--- src/hw/rtl/kbf_pkg.sv ---
// shared types, constants and saturation helpers for the angle and bias kalman filter
package kbf_pkg;

    // operation codes
    localparam logic OP_UPDATE = 1'b0;
    localparam logic OP_SET    = 1'b1;

    // configuration register indexes
    localparam int unsigned CFG_IDX_W = 2;
    localparam logic [CFG_IDX_W-1:0] CFG_Q_ANGLE   = 2'd0;
    localparam logic [CFG_IDX_W-1:0] CFG_Q_BIAS    = 2'd1;
    localparam logic [CFG_IDX_W-1:0] CFG_R_MEASURE = 2'd2;

    // register reset values
    localparam logic [31:0] Q_ANGLE_RST   = 32'd1073742;
    localparam logic [31:0] Q_BIAS_RST    = 32'd3221225;
    localparam logic [31:0] R_MEASURE_RST = 32'd32212255;

    // covariance one in q10.30
    localparam logic signed [39:0] P_ONE = 40'sd1073741824;

    // saturation bounds on the common 48-bit working width
    localparam logic signed [47:0] S32_MAX = 48'sh0000_7FFF_FFFF;
    localparam logic signed [47:0] S32_MIN = -48'sh0000_8000_0000;
    localparam logic signed [47:0] S40_MAX = 48'sh007F_FFFF_FFFF;
    localparam logic signed [47:0] S40_MIN = -48'sh0080_0000_0000;

    // sequencer states
    typedef enum logic [4:0] {
        ST_IDLE,
        ST_RATE,
        ST_M_ANG,
        ST_M_T,
        ST_INNER,
        ST_M_P00,
        ST_M_P11,
        ST_RESID,
        ST_DIV_K0,
        ST_DIV_K1,
        ST_M_A,
        ST_M_B,
        ST_M_P10C,
        ST_M_P11C,
        ST_M_P00C,
        ST_M_P01C,
        ST_OUT
    } state_t;

    // multiplier request
    typedef struct packed {
        logic               start;
        logic               sel30;
        logic signed [41:0] a;
        logic signed [31:0] b;
    } mul_req_t;

    // divider request
    typedef struct packed {
        logic               start;
        logic signed [39:0] num;
        logic signed [40:0] den;
    } div_req_t;

    function automatic logic signed [31:0] sat32(input logic signed [47:0] v);
        logic signed [47:0] r;
        r = v;
        if (v > S32_MAX)
        begin
            r = S32_MAX;
        end
        else if (v < S32_MIN)
        begin
            r = S32_MIN;
        end
        return r[31:0];
    endfunction

    function automatic logic signed [39:0] sat40(input logic signed [47:0] v);
        logic signed [47:0] r;
        r = v;
        if (v > S40_MAX)
        begin
            r = S40_MAX;
        end
        else if (v < S40_MIN)
        begin
            r = S40_MIN;
        end
        return r[39:0];
    endfunction

endpackage

--- src/hw/rtl/kbf_mul.sv ---
// shared signed multiplier with rounding right shift, two partial products per operation
module kbf_mul (
    input  logic               clk,
    input  logic               rst_n,
    input  kbf_pkg::mul_req_t  req,
    output logic               done,
    output logic signed [43:0] prod
);
    import kbf_pkg::*;

    logic [41:0]        ua_reg;
    logic [31:0]        ub_reg;
    logic               neg_reg;
    logic               sel_reg;
    logic [73:0]        acc_reg;
    logic [1:0]         ph_reg;
    logic               done_reg;
    logic signed [43:0] prod_reg;

    logic [41:0] a_mag;
    logic [31:0] b_mag;
    logic [20:0] part;
    logic [52:0] pp;
    logic [73:0] rnd;
    logic [73:0] shifted;
    logic [42:0] m;

    // operand magnitudes
    assign a_mag = req.a[41] ? 42'(-req.a) : 42'(req.a);
    assign b_mag = req.b[31] ? 32'(-req.b) : 32'(req.b);

    // one 21x32 partial product a cycle
    assign part = (ph_reg == 2'd1) ? ua_reg[20:0] : ua_reg[41:21];
    assign pp   = 53'(part) * 53'(ub_reg);

    // round half away from zero on the magnitude, then shift
    assign rnd     = acc_reg + (sel_reg ? (74'd1 << 29) : (74'd1 << 15));
    assign shifted = sel_reg ? (rnd >> 30) : (rnd >> 16);
    assign m       = shifted[42:0];

    always_ff @(posedge clk or negedge rst_n)
    begin
        if (!rst_n)
        begin
            ua_reg   <= '0;
            ub_reg   <= '0;
            neg_reg  <= 1'b0;
            sel_reg  <= 1'b0;
            acc_reg  <= '0;
            ph_reg   <= 2'd0;
            done_reg <= 1'b0;
            prod_reg <= '0;
        end
        else
        begin
            done_reg <= 1'b0;
            case (ph_reg)
                2'd0:
                begin
                    if (req.start)
                    begin
                        ua_reg  <= a_mag;
                        ub_reg  <= b_mag;
                        neg_reg <= req.a[41] ^ req.b[31];
                        sel_reg <= req.sel30;
                        ph_reg  <= 2'd1;
                    end
                end
                2'd1:
                begin
                    acc_reg <= 74'(pp);
                    ph_reg  <= 2'd2;
                end
                2'd2:
                begin
                    acc_reg <= acc_reg + (74'(pp) << 21);
                    ph_reg  <= 2'd3;
                end
                default:
                begin
                    prod_reg <= neg_reg ? -$signed({1'b0, m}) : $signed({1'b0, m});
                    done_reg <= 1'b1;
                    ph_reg   <= 2'd0;
                end
            endcase
        end
    end

    assign done = done_reg;
    assign prod = prod_reg;

endmodule

--- config.mk ---
export PLATFORM = sky130hd
export DESIGN_NAME = kbf_mul
export DESIGN_NICKNAME = d
export VERILOG_FILES = /design/src/hw/rtl/kbf_pkg.sv /design/src/hw/rtl/kbf_mul.sv
export SDC_FILE = /design/constraint.sdc
export NUM_CORES = 2
export LEC_CHECK = 0
export ABC_AREA = 1
export ABC_CLOCK_PERIOD_IN_PS = 10950
export BUFFER_PORTS_ARGS = -buffer_cell sky130_fd_sc_hd__buf_2
export CELL_PAD_IN_SITES_DETAIL_PLACEMENT = 0
export CELL_PAD_IN_SITES_GLOBAL_PLACEMENT = 1
export CORE_MARGIN = 2
export CORE_UTILIZATION = 40
export DETAILED_ROUTE_END_ITERATION = 8
export PLACE_DENSITY = 0.72
export SLEW_MARGIN = 20
export SYNTH_ARGS = -nofsm -noshare
export SYNTH_HDL_FRONTEND = slang
export SYNTH_SLANG_ARGS = --single-unit
export TNS_END_PERCENT = 50
--- constraint.sdc ---
create_clock -name clk -period 10.95 [get_ports clk]
set_input_delay 2.19 -clock clk [delete_from_list [all_inputs] [get_ports clk]]
set_output_delay 2.19 -clock clk [all_outputs]
set_load 0.02 [all_outputs]
**Yosys cells after proc, flatten, opt, wreduce, memory -nomap -nowiden**

Index checks and enable logic that the tools add are counted.
Widths: inputs -> output; s select.

- Word-level logic and storage cells: 32
- Bits of input ports: 78
- Bits in registers: 197
- Output and inout port bits: 45

- Reductions and logical operators: 4
- Bitwise gates (word level): 1
- Muxes and demuxes: 10
- $mul: 1
- Equality and inequality tests: 3
- Add/sub/neg operators: 5

Operators with widths:

| operator | number |
|---|---|
| $pmux 74 s2 | 1 |
| $add 74x74->74 | 1 |
| $add 73x30->73 | 1 |
| $mul 21x32->53 | 1 |
| $mux 44 | 1 |
| $neg 43->44 | 1 |
| $mux 43 | 1 |
| $mux 42 | 1 |
| $neg 42->42 | 1 |
| $mux 32 | 1 |
| $neg 32->32 | 1 |
| $mux 30 | 1 |
| $mux 21 | 1 |
| $pmux 2 s3 | 1 |
| $reduce_or 3->1 | 1 |
| $eq 2x1->1 const B | 1 |
| $eq 2x2->1 const B | 1 |
| $logic_not 2->1 | 1 |
| $mux 2 | 1 |
| $ne 2x2->1 const B | 1 |
| $reduce_and 2->1 | 1 |
| $reduce_bool 2->1 | 1 |
| $mux 1 | 1 |
| $xor 1x1->1 | 1 |

**Longest topological paths before layout**

- Depth after elaboration: 5
- Depth in mapped cells: 50
- Depth with buffers taken out: 48

**Worst setup path after synthesis**

No wires, ideal clock.

- Path kind: reg2reg
- Start point: reg ph_reg[1]
- End point: reg acc_reg[65]
- Data arrival time: 8.391 ns
- Buffers on the path: 2
- Stages on the path, launching flop included: 40
- Setup time: 0.123 ns
- Setup slack: 2.436 ns
- Clock period less this slack: 8.514 ns
- Data required time: 10.827 ns
- Cells stage by stage: dfrtp_1 > inv_1 > ha_1 > inv_1 > clkbuf_1 > or2_2 > o21ai_0 > clkbuf_1 > nor2_1 > fa_1 > fa_1 > inv_1 > fa_1 > inv_1 > fa_1 > fa_1 > fa_1 > inv_1 > (+4 left out) > inv_1 > nand3_1 > o21ai_0 > a21oi_1 > o21ai_0 > xnor2_1 > inv_1 > ha_1 > a21oi_1 > a21boi_0 > o21ai_0 > a21oi_1 > nand3_1 > nand2_1 > nand3_1 > a21o_1 > o21ai_0 > nand2_1

- Word-level cells in the longest chain between the ends: 5
- Elaborated cells between the ends (all ways): 7
- Those cells by class: add/sub: 1; mul: 1; eq/ne: 2; mux: 2; reduce/logical: 1

RTL lines:

| item | RTL line | RTL |
|---|---|---|
| from (decl) | kbf_mul.sv:16 | `logic [1:0] ph_reg;` |
| from (signal assigned) | kbf_mul.sv:50 | `ph_reg <= 2'd0;` |
| from (signal assigned) | kbf_mul.sv:66 | `ph_reg <= 2'd1;` |
| from (signal assigned) | kbf_mul.sv:72 | `ph_reg <= 2'd2;` |
| $eq 2x1->1 | kbf_mul.sv:33, kbf_mul.sv:57 |  |
| $mux 21 | kbf_mul.sv:33 | `assign part = (ph_reg == 2'd1) ? ua_reg[20:0] : ua_reg[41:21];` |
| $mul 21x32->53 | kbf_mul.sv:34 | `assign pp = 53'(part) * 53'(ub_reg);` |
| $add 74x74->74 | kbf_mul.sv:76 | `acc_reg <= acc_reg + (74'(pp) << 21);` |
| $pmux 74 s2 | kbf_mul.sv:57 | `case (ph_reg)` |
| to (signal assigned) | kbf_mul.sv:71 | `acc_reg <= 74'(pp);` |
| to (signal assigned) | kbf_mul.sv:76 |  |
| to (decl) | kbf_mul.sv:15 | `logic [73:0] acc_reg;` |

Several ways; a longest one is shown, not always the timed one.
A chain may end at the register's enable or synchronous reset.

**Final worst setup path**

- Start point: reg ph_reg[1]
- End point: reg acc_reg[70]

Same word-level chain as after synthesis.

==> metrics.yaml <==
synthesis.area_um2: 37630
syn-mean-instance-area_um2: 7.146
io_buffers: 122
cp_max_fo: 30
fin_crit_sh: 0.9693
row_count: 112
dr_total_vias: 34990
antenna_left: 0
outcome: "finished clean"
crit_path_max_incr_delay_ns: 0.71
syn2layout_area_growth_pct: 8.519
track_usage: 0.3044
grt_overflow_total: 0
worst_pin_slew_ns: 1.142
drtIter0Drc: 3000
slew_headroom: 0.2379
cts_buffers: 17
hold_viol: 0
yosys-top-cells-area: "fa_1, nand2_1, dfrtp_1, inv_1, ha_1"
fin_nets: 6225
grt_pass1_wl_um: 222700
die_area_um2: 96550
ys_warn_count: 0
dp_hpwl_um: 119900
wire_per_inst_um: 21.78
h-tree-depth: 4
syn_inst: 5266
crit_type: "reg2reg"
yosysSeqAreaShare: 0.1204
fmax_mhz: 94.21
start_util: 0.4032
clockBufferDepth: 2
largest_register_ffs: 58
crit_required_ns: 11.35
vias_per_cell: 5.285
critPathArrivalTime_ns: 11.01
cts_sinks: 181
finalInstanceArea_um2: 40840
grt_max_degree: 91
synth_cell_types: 59
synth_flop_cell: "dfrtp_1"
ys_async_sr_fraction: 1.000
cts_root_buf: "clkbuf_16"
die_width_um: 310.7
place_congestion: 0.9912
clk_latency_ns: 0.53
worstSetupEndpointType: "flip-flop"
core_um2: 93330
fin_worst_skew_ns: 0.03377
finalWirelength_um: 144200
slew_viol_final: 0
period_needed_ns: 10.61
antenna_found_initial: 4
netlist.area_leader.share: 0.3022
grt_pass1_vias: 35890
cts_tree: "yes"
cp_slowest_cell: "o21ai_0"
critPathLaunchType: "flip-flop"
die_h_um: 310.7
synth_seq_cells: 181
syn-num-nets: 6138
drcViolationCount: 0
synth_top_area_cell: "fa_1"
maxCapViolCount: 0
hp-class: "reg2reg"
dpl_cell_area_um2: 39910
synth-edff-count: 0
clk_transition_reported_paths_ns: 0.09
ios: 123
drive_above_1_share: 0.08386
dr.pass1.iters: 5
setup-violations-final: 0
## cell usage in the layout, fill, tap and decap left out, types with 15 or more instances in the layout
cell type and n:
o21ai_1 19, buf_4 110, o221ai_1 15, nor3_1 41, xor2_1 78, nor2_1 663, fa_1 568, buf_2 121
dfrtp_1 180, nand2_2 43, nand2_1 1210, a21o_1 27, o21ai_0 237, xnor2_1 55, ha_1 226, nor2_2 27
nand3_1 271, or2_2 41, inv_1 987, a31oi_1 20, clkinv_1 18, a21oi_1 177, nand4_1 26, clkbuf_16 17
## final cells by class
type	count	area, µm²
fill	9860	52490
sequential	181	4531
tap	1254	1569
inverter	1031	3913
timing repair buffer	236	1525
multi-input combinational	3886	28670
clock inverter	15	202.7
antenna	1	2.502
clock buffer	17	425.4
## logic make-up (layout without fill, tap and decap cells)
kind of cell               count (synthesis)  in the layout  share of synthesized area
AOI/OAI and AO/OA                        581            581                    0.08721
xor gates and xnor gates                 135            135                    0.03142
adders and majority gates                794            794                     0.3773
buffers and inverters                   1199           1299                     0.1201
DFF                                      181            181                     0.1204
other                                      0              1                          0
and+or+nand+nor                         2376           2376                     0.2636
## cell usage after synthesis, drive strengths merged, types with 3 or more instances
cell type,instances
a21boi,8
a21o,27
a21oi,181
a221oi,3
a31oi,20
and2,4
buf,27
clkbuf,141
clkinv,21
dfrtp,181
fa,568
ha,226
inv,1010
nand2,1257
nand3,278
nand3b,10
nand4,26
nor2,703
nor3,41
nor4,13
o211ai,11
o21a,7
o21ai,268
o21bai,14
o221ai,15
o22ai,6
o31ai,7
or2,42
xnor2,55
xor2,80
## metrics by stage
step	cells	util	hold WS, ns	TNS (ns)	setup slack [ns]
floorplan	5266	-	0.4438	0	2.436
global placement	6567	0.4276	0.4585	0	0.2004
detailed placement	6567	0.4276	0.4619	0	0.2906
CTS	6599	0.4344	0.4830	0	0.2290
global route	6620	0.4375	0.5078	-0.06208	-0.03510
finish	6621	0.4376	0.4782	0	0.3358
## repair_timing
action,in CTS,in global routing
gates resized for setup,0,19
endpoints found under the setup margin,0,15
setup buffers,0,21
hold buffers,0,0
## final timing paths
| kind | slack [ns] | depth (start not counted) | from | to |
|---|---|---|---|---|
| max reg2reg | 0.34 | 37 | ph_reg[1]$_DFFE_PN0P_ | acc_reg[70]$_DFFE_PN0P_ |
| min | 0.48 | 2 | prod[30]$_DFFE_PN0P_ | prod[30]$_DFFE_PN0P_ |
| min in group asynchronous | 1.74 | 1 | rst_n | ub_reg[6]$_DFFE_PN0P_ |
| max | 0.34 | 37 | ph_reg[1]$_DFFE_PN0P_ | acc_reg[70]$_DFFE_PN0P_ |
| max in group asynchronous | 7.10 | 3 | rst_n | acc_reg[20]$_DFFE_PN0P_ |
| min reg2reg | 0.48 | 2 | prod[30]$_DFFE_PN0P_ | prod[30]$_DFFE_PN0P_ |
## worst max-delay path, delay by kind of cell, from the launching register on
kind	cells	cell delay [ns]
adders and majority gates	10	4.50
and+or+nand+nor	11	2.02
AOI/OAI and AO/OA	4	1.72
buffers and inverters	11	1.44
xor gates and xnor gates	1	0.41
DFF	1	0.38
## metal layers
layer  share of wire  up-vias  track usage  wire length [µm]
met4           0.028        0      0.08838              4063
met5               0        -            0                 0
li1                -    16230            -                 -
met1            0.45    17220       0.4370             65260
met3           0.080      187      0.05232             11600
met2            0.44     1354       0.4702             63270
Power is not shown: default switching activity piles up to over one toggle a cycle in this logic, so the estimate is an artifact.
