File: config.mk
export PLATFORM = sky130hd
export DESIGN_NAME = kbf_div
export DESIGN_NICKNAME = d
export VERILOG_FILES = /design/src/hw/rtl/kbf_pkg.sv /design/src/hw/rtl/kbf_div.sv
export SDC_FILE = /design/constraint.sdc
export NUM_CORES = 1
export LEC_CHECK = 0
export BUFFER_PORTS_ARGS = -buffer_cell sky130_fd_sc_hd__buf_2
export CAP_MARGIN = 25
export CORE_UTILIZATION = 30
export CTS_CLUSTER_SIZE = 20
export DETAILED_ROUTE_END_ITERATION = 8
export GPL_TIMING_DRIVEN = 0
export HOLD_SLACK_MARGIN = 0.05
export MAX_ROUTING_LAYER = met4
export PLACE_DENSITY = 0.58
export SYNTH_ARGS = -nofsm -noshare
export SYNTH_HDL_FRONTEND = slang
export SYNTH_SLANG_ARGS = --single-unit
File: constraint.sdc
create_clock -name clk -period 5.7 [get_ports clk]
set_input_delay 1.71 -clock clk [delete_from_list [all_inputs] [get_ports clk]]
set_output_delay 1.71 -clock clk [all_outputs]
set_load 0.01 [all_outputs]
File: src/hw/rtl/kbf_pkg.sv
// shared types, constants and saturation helpers for the angle and bias kalman filter
package kbf_pkg;

    // operation codes
    localparam logic OP_UPDATE = 1'b0;
    localparam logic OP_SET    = 1'b1;

    // configuration register indexes
    localparam int unsigned CFG_IDX_W = 2;
    localparam logic [CFG_IDX_W-1:0] CFG_Q_ANGLE   = 2'd0;
    localparam logic [CFG_IDX_W-1:0] CFG_Q_BIAS    = 2'd1;
    localparam logic [CFG_IDX_W-1:0] CFG_R_MEASURE = 2'd2;

    // register reset values
    localparam logic [31:0] Q_ANGLE_RST   = 32'd1073742;
    localparam logic [31:0] Q_BIAS_RST    = 32'd3221225;
    localparam logic [31:0] R_MEASURE_RST = 32'd32212255;

    // covariance one in q10.30
    localparam logic signed [39:0] P_ONE = 40'sd1073741824;

    // saturation bounds on the common 48-bit working width
    localparam logic signed [47:0] S32_MAX = 48'sh0000_7FFF_FFFF;
    localparam logic signed [47:0] S32_MIN = -48'sh0000_8000_0000;
    localparam logic signed [47:0] S40_MAX = 48'sh007F_FFFF_FFFF;
    localparam logic signed [47:0] S40_MIN = -48'sh0080_0000_0000;

    // sequencer states
    typedef enum logic [4:0] {
        ST_IDLE,
        ST_RATE,
        ST_M_ANG,
        ST_M_T,
        ST_INNER,
        ST_M_P00,
        ST_M_P11,
        ST_RESID,
        ST_DIV_K0,
        ST_DIV_K1,
        ST_M_A,
        ST_M_B,
        ST_M_P10C,
        ST_M_P11C,
        ST_M_P00C,
        ST_M_P01C,
        ST_OUT
    } state_t;

    // multiplier request
    typedef struct packed {
        logic               start;
        logic               sel30;
        logic signed [41:0] a;
        logic signed [31:0] b;
    } mul_req_t;

    // divider request
    typedef struct packed {
        logic               start;
        logic signed [39:0] num;
        logic signed [40:0] den;
    } div_req_t;

    function automatic logic signed [31:0] sat32(input logic signed [47:0] v);
        logic signed [47:0] r;
        r = v;
        if (v > S32_MAX)
        begin
            r = S32_MAX;
        end
        else if (v < S32_MIN)
        begin
            r = S32_MIN;
        end
        return r[31:0];
    endfunction

    function automatic logic signed [39:0] sat40(input logic signed [47:0] v);
        logic signed [47:0] r;
        r = v;
        if (v > S40_MAX)
        begin
            r = S40_MAX;
        end
        else if (v < S40_MIN)
        begin
            r = S40_MIN;
        end
        return r[39:0];
    endfunction

endpackage

File: src/hw/rtl/kbf_div.sv
// radix-2 restoring divider for the q2.30 kalman gains
module kbf_div (
    input  logic               clk,
    input  logic               rst_n,
    input  kbf_pkg::div_req_t  req,
    output logic               done,
    output logic signed [31:0] quot
);
    import kbf_pkg::*;

    logic [41:0]        rem_reg;
    logic [40:0]        ud_reg;
    logic [29:0]        q_reg;
    logic [4:0]         cnt_reg;
    logic               busy_reg;
    logic               neg_reg;
    logic               done_reg;
    logic signed [31:0] quot_reg;

    logic [39:0] un;
    logic [40:0] ud;
    logic        bit_q;
    logic [41:0] rem_sub;
    logic [30:0] qn;

    // magnitudes of numerator and denominator
    assign un = req.num[39] ? 40'(-req.num) : 40'(req.num);
    assign ud = req.den[40] ? 41'(-req.den) : 41'(req.den);

    // one quotient bit a cycle
    assign bit_q   = rem_reg >= 42'(ud_reg);
    assign rem_sub = bit_q ? (rem_reg - 42'(ud_reg)) : rem_reg;
    assign qn      = {q_reg, bit_q};

    always_ff @(posedge clk or negedge rst_n)
    begin
        if (!rst_n)
        begin
            rem_reg  <= '0;
            ud_reg   <= '0;
            q_reg    <= '0;
            cnt_reg  <= '0;
            busy_reg <= 1'b0;
            neg_reg  <= 1'b0;
            done_reg <= 1'b0;
            quot_reg <= '0;
        end
        else
        begin
            done_reg <= 1'b0;
            if (busy_reg)
            begin
                rem_reg <= {rem_sub[40:0], 1'b0};
                q_reg   <= qn[29:0];
                cnt_reg <= cnt_reg + 5'd1;
                if (cnt_reg == 5'd30)
                begin
                    busy_reg <= 1'b0;
                    done_reg <= 1'b1;
                    quot_reg <= neg_reg ? -$signed({1'b0, qn}) : $signed({1'b0, qn});
                end
            end
            else if (req.start)
            begin
                neg_reg <= req.num[39] ^ req.den[40];
                ud_reg  <= ud;
                if (ud == '0)
                begin
                    // zero innovation covariance gives zero gain
                    quot_reg <= '0;
                    done_reg <= 1'b1;
                end
                else if (42'(un) >= {ud, 1'b0})
                begin
                    // gain beyond range saturates with the quotient sign
                    quot_reg <= (req.num[39] ^ req.den[40]) ? 32'sh8000_0000
                                                           : 32'sh7FFF_FFFF;
                    done_reg <= 1'b1;
                end
                else
                begin
                    rem_reg  <= 42'(un);
                    q_reg    <= '0;
                    cnt_reg  <= '0;
                    busy_reg <= 1'b1;
                end
            end
        end
    end

    assign done = done_reg;
    assign quot = quot_reg;

endmodule

== Word-level counts from Yosys, hierarchy flattened ==
Cells that the tools add are included.

* Add/sub/neg operators: 5
* Magnitude comparators: 2
* Equal/unequal tests: 4
* Mux-type cells: 32
* Bitwise logic cells: 2
* Reduce and logical (&&, ||, !) cells: 6

{| class="wikitable"
|+ Operators with widths
! kind !! number
|-
| 32-bit two-way mux || 7
|-
| 42-bit two-way mux || 4
|-
| 30-bit two-way mux || 4
|-
| 41-bit two-way mux || 2
|-
| 40-bit by 42-bit greater-or-equal comparator with 1-bit output || 1
|-
| 42-bit by 41-bit greater-or-equal comparator with 1-bit output || 1
|-
| 41-bit logical NOT || 1
|-
| 41-bit negator || 1
|-
| 41-bit subtractor || 1
|-
| 40-bit two-way mux || 1
|-
| 40-bit negator || 1
|-
| 31-bit negator with 32-bit output || 1
|-
| 5-bit two-way mux || 4
|-
| 1-bit two-way mux || 10
|-
| 3-bit AND reduction || 2
|-
| 5-bit by 1-bit adder with 5-bit output, second input constant || 1
|-
| 5-bit equality test, second input constant || 1
|-
| 2-bit inequality test, second input constant || 2
|-
| 3-bit nonzero test || 1
|-
| 2-bit by 1-bit inequality test with 1-bit output, second input constant || 1
|-
| 2-bit AND reduction || 1
|-
| 2-bit nonzero test || 1
|-
| 1-bit inverter || 1
|-
| 1-bit bitwise XOR || 1
|}

* Register bits after elaboration: 153
* Bits of input ports: 84
* Output and inout bits: 33
* Logic and storage cells: 59

== Depth between registers and ports, before layout ==
* Word-level depth: 7
* Mapped depth: 23
* Gate-level depth less buffers: 20

== Least setup slack after synthesis ==
Ideal clock, no wire load.

* Kind: input to register
* Start point: input port req[60] (netlist name)
* End point: register quot_reg[10], in the netlist quot[10]
* Library setup time: 0.125 ns
* Data arrival time: 6.251 ns
* Required time: 5.575 ns
* Path slack: -0.676 ns
* Stages: 19
* Path buffers: 2
* Path through: or3_1 > or3_1 > or4_1 > or3_1 > clkbuf_1 > o41ai_1 > xnor2_1 > ha_1 > a21oi_1 > o22ai_1 > o2111ai_1 > nand4b_1 > a2111oi_0 > nor4_1 > nor2_1 > nand2_1 > a21oi_2 > buf_2 > mux2_2

* Cells in the longest elaborated chain, start to end: 5

{| class="wikitable"
|+ RTL lines
! item !! line !! source
|-
| start, declared || kbf_div.sv:5 || <nowiki>input kbf_pkg::div_req_t req,</nowiki>
|-
| 40-bit negator || kbf_div.sv:27 || <nowiki>assign un = req.num[39] ? 40'(-req.num) : 40'(req.num);</nowiki>
|-
| 40-bit two-way mux (*) || kbf_div.sv:27 ||
|-
| 40-bit by 42-bit greater-or-equal comparator with 1-bit output (*) || kbf_div.sv:73 || <nowiki>else if (42'(un) >= {ud, 1'b0})</nowiki>
|-
| 3-bit nonzero test (no line) (*) || n/a ||
|-
| 3-bit AND reduction (no line) (*) || n/a ||
|-
| end signal, assigned || kbf_div.sv:60 || <nowiki>quot_reg <= neg_reg ? -$signed({1'b0, qn}) : $signed({1'b0, qn});</nowiki>
|-
| end signal, assigned || kbf_div.sv:76 || <nowiki>quot_reg <= (req.num[39] ^ req.den[40]) ? 32'sh8000_0000</nowiki>
|-
| end, declared || kbf_div.sv:18 || <nowiki>logic signed [31:0] quot_reg;</nowiki>
|}

Mark *: on every way between the ends. The rest lies on a longest branch, timed or not.
A chain may end at the register's enable or synchronous reset.

== Final worst setup path ==
* Start point: input port req[59] (netlist name)
* End point: register rem_reg[40]

* Cells in the longest elaborated chain, start to end: 5

{| class="wikitable"
|+ RTL lines
! item !! line !! source
|-
| 40-bit negator || kbf_div.sv:27 ||
|-
| 40-bit two-way mux (*) || kbf_div.sv:27 ||
|-
| 40-bit by 42-bit greater-or-equal comparator with 1-bit output (*) || kbf_div.sv:73 ||
|-
| 2-bit inequality test (no line) (*) || n/a ||
|-
| 3-bit AND reduction (no line) (*) || n/a ||
|-
| end signal, assigned || kbf_div.sv:53 || <nowiki>rem_reg <= {rem_sub[40:0], 1'b0};</nowiki>
|-
| end signal, assigned || kbf_div.sv:82 || <nowiki>rem_reg <= 42'(un);</nowiki>
|-
| end, declared || kbf_div.sv:11 || <nowiki>logic [41:0] rem_reg;</nowiki>
|}

Marked as above.

==> results by stage <==
Outcome:
- The run finished, with violations left.
- The checks that failed: negative setup slack.

Detailed routing:
- The final routed wirelength across all metal layers is 46500 um.
- The final routed wire length divided by cell count is between 20 and 25 um.
- In this run, the number of DRC markers left after iteration 0 of detailed routing was about 1.2k.
- For this run, the detailed router's first-pass iteration total came to 5.
- Detailed routing inserted a total of 12.6k vias.
- The via count normalized by instance count is about 5.6.
- The count of nets left with antenna violations once routing finished came out at 0.
- For this run, design rule violations remaining after detail routing come to 0.

Floorplanning:
- From left edge to right edge, the die measures 209 um.
- The initial standard-cell utilization of the core is 0.305.
- The floorplan step set the die height to around 210 um.
- The number of I/O pins is around 120.
- The region available for standard cell placement spans between 40000 and 50000 sq um.
- The die area is ~44000 sq um.
- After floorplanning, the core was divided into 75 placement rows.

Synth:
- In the post-synthesis netlist, the biggest area contributors are dfrtp_1, ha_1, nand2_1.
- After synthesis the cells add up to 12800 sq um.
- For this run, the leading register cell type out of synthesis is dfrtp_1.
- The synthesized area divided by synthesized cell count is roughly 8.3 sq um.
- The share of synthesized area in the top cell type comes to 0.299.
- The count of flip-flops with a built-in enable after synthesis is 0.
- The synthesized netlist contains between 70 and 80 unique library cells.
- After technology mapping, the gate count stands at about 1.5k.
- In this run, synthesis produced a sequential element count of about 150.
- The cell accounting for the most synthesized area is dfrtp_1.
- The number of warning messages in the yosys log is 0.
- Counting flops with an async set or reset pin after synthesis yields a share of 1.00.
- The share of synthesized area occupied by flip-flops and latches is 0.299.
- The number of nets in the synthesized netlist is roughly 1.7k.

STA:
- Setup violations remaining at the end of the flow were counted as roughly 110.
- After layout, the worst setup slack is -352 ps.
- The tightest hold margin is 479 ps.
- For the finished layout, the period the worst path requires is between 6000 and 7000 ps.
- The final number of hold-violating endpoints is 0.
- For the pin with the worst max-slew slack, the measured transition is between 1000 and 1500 ps.
- The maximum operating frequency is about 170 MHz.
- The final cycle utilization of the critical path is 1.06.
- The number of pins exceeding their max-slew limit in the final report is 0.
- Across the routed clock network, the largest skew measured is 12.1 ps.
- Setup repair after global routing could not meet its margin everywhere.
- The worst slew slack as a fraction of its limit is 0.323.

Placement:
- Detailed placement ended at an HPWL of 35500 um.
- The number of buffers added on ports is between 100 and 150.
- The instance area at placement is 14300 sq um.
- Routability-driven placement finished with a final weighted congestion of between 0.9 and 1.
- The placement-stage worst setup slack is -2040 ps.

Worst hold path:
- The hold path startpoint is ud_reg[14].
- The tightest min-delay check is of the register to register type.

Final layout:
- The proportion of layout cells with a drive suffix above 1 is 0.185.
- The number of flip-flops in the largest register is 42.
- Registers take around 3800 sq um.
- The area overhead of the layout relative to synthesis is 23.6%.
- The total number of nets in the final design is approximately 1.9k.
- The finished cells cover approximately 16000 sq um.
- The number of filler instances in the final layout is about 4.3k.
- The most common cell after layout, fill and taps aside is nand2_1.
- In the layout the commonest cells are nand2_1, dfrtp_1, o21ai_0.
- In the final layout, the multi-input gates occupy 8960 sq um.

Power:
- The design draws ~0.01 W.
- The power density over cell area is 634 nW/um^2.
- The static leakage is 6.85 nW.
- The worst ir drop on vdd is between 0.3 and 0.4 mV.

CTS:
- Clock tree synthesis found a total of between 150 and 200 sinks.
- The clock tree root driver cell is clkbuf_16.
- The maximum root-to-sink buffer count is 2.
- The clock transition time at the flip-flop clock pins of the worst setup and hold paths is 70 ps.
- The quantity of hold-fixing buffers added after cts is 0.
- The CTS tree is built.
- In this run, CTS created clock tree buffers numbering 17.
- The clock tree synthesis step divided the H-tree into 4 levels.
- At the later pin of the worst-skew pair, clock insertion delay measures approximately 440 ps.

Critical path:
- The top fanout value on the critical path is 5.
- The endpoint kind of the worst setup timing path is a register.
- Traced cell by cell, the critical path runs through buf_8 > or3_4 > or3_4 > or4_4 > or3_4 > o41ai_4 > xnor2_2 > ha_1 > a21oi_2 > o22ai_2 > o2111ai_2 > nand4b_1 > a2111oi_4 > nor4_4 > nor2_4 > buf_6 > a31oi_4 > buf_6 > clkbuf_16 > o2bb2ai_2 > a211o_1.
- The type of the worst setup path is primary input to register.
- The largest single stage delay on the critical path is approximately 500 ps.
- The most frequent cell on the critical path is or3_4.
- The kind of start point of the critical path is a primary input.
- STA puts the critical path data required time at about 6000 ps.
- In this run the critical register-to-register path is launched from ud_reg[2].
- The critical path arrival is 6380 ps.
- Among all stages on the critical path, the largest delay is contributed by or4_4.
- The critical path starts at req[59].

Global routing:
- The total overflow left after global routing is 0.
- The initial antenna violation count is 3.
- The pin count of the biggest net entering global routing is a little under 100.
- The combined global-route utilization of all metal layers is 0.216.
- The first global-routing pass estimated roughly 71000 um of wire.
- The number of global-route vias before repair is roughly 12k.

Job:
- The number of violations of the max-capacitance limit is 0.
[critical path, delay by kind of cell]
kind,cells,cell delay (ps)
buffers and inverters,4,570
adders and majority gates,1,290
xor gates and xnor gates,1,170
and+or+nand+nor,7,2070
AOI/OAI and AO/OA,8,1560
[final timing paths]
path / endpoint / slack (ps) / cells past startpoint
setup / recovery: rem_reg[40] / -350 / 21
hold / removal: ud_reg[14] / 480 / 2
setup reg to reg: quot[26] / -100 / 19
hold reg to reg: ud_reg[14] / 480 / 2
max in group asynchronous: rem_reg[23] / 3600 / 2
min in group asynchronous: rem_reg[5] / 1210 / 1
[routing by layer]
layer | global-route usage | wire, um | vias to the layer above
met3 | 0.0313 | 2770 | 62
met4 | 0.0662 | 1170 | 0
met2 | 0.333 | 20900 | 441
li1 | - | - | 6005
met1 | 0.291 | 21700 | 6076
met5 | - | 0 | -
[synth_stat cells (all sizes together) (5+ instances only)]
| library cell | count |
|---|---|
| a2111oi | 5 |
| a22o | 34 |
| a211o | 5 |
| a21oi | 61 |
| nand3 | 25 |
| o21bai | 5 |
| o211ai | 5 |
| nor4 | 19 |
| and3 | 8 |
| and4 | 10 |
| xnor2 | 74 |
| clkbuf | 70 |
| a21o | 58 |
| or3 | 27 |
| or2 | 6 |
| o31a | 5 |
| ha | 85 |
| nor4b | 5 |
| o21ai | 138 |
| nor2b | 8 |
| a221o | 10 |
| a211oi | 12 |
| mux2 | 27 |
| o31ai | 38 |
| a311oi | 24 |
| nor3b | 5 |
| mux2i | 8 |
| o41ai | 24 |
| nor3 | 26 |
| inv | 65 |
| buf | 23 |
| nand2b | 20 |
| xor2 | 62 |
| nand4 | 22 |
| dfrtp | 153 |
| a31oi | 15 |
| o21a | 10 |
| nor2 | 99 |
| nand2 | 175 |
| or4 | 19 |
[area by class of cell]
type | instances | share of cell area
Multi-Input combinational cell | 1224 | 0.565
Sequential cell | 153 | 0.242
Timing Repair Buffer | 148 | 0.0635
Tap cell | 539 | 0.0425
Buffer | 87 | 0.0326
Clock buffer | 17 | 0.0268
Inverter | 66 | 0.0159
Clock inverter | 15 | 0.0111
Antenna cell | 3 | 0.000474
[cells by family after synthesis]
group | share of synthesized area
simple gates | 0.187
compound gates | 0.258
buf+inv | 0.0489
flops | 0.299
xor+xnor | 0.0929
fa+ha+maj | 0.0845
mux | 0.0300
[what timing repair did]
action                     CTS  global route
setup endpoints to repair  111           111
cloned                       3             2
resized for setup           87            70
pin swaps                   20            32
buffers inserted            17            18
[where the power goes]
part | internal, W | leakage [nW] | total, W | switching, W
clock | 0.000630 | 0.298 | 0.00119 | 0.000558
combinational | 0.00304 | 4.68 | 0.00673 | 0.00369
sequential | 0.00167 | 1.87 | 0.00213 | 0.000459
[per-stage QoR]
stage	utilization	setup TNS [ps]	std cells
3_3_place_gp	0.338	-166740	2180
2_1_floorplan	-	-16670	1536
4_1_cts	0.365	-59430	2233
5_1_grt	0.377	-44950	2252
3_5_place_dp	0.339	-157210	2183
6_report	0.377	-26760	2252
Note: power is estimated with default switching activity, not from simulation.
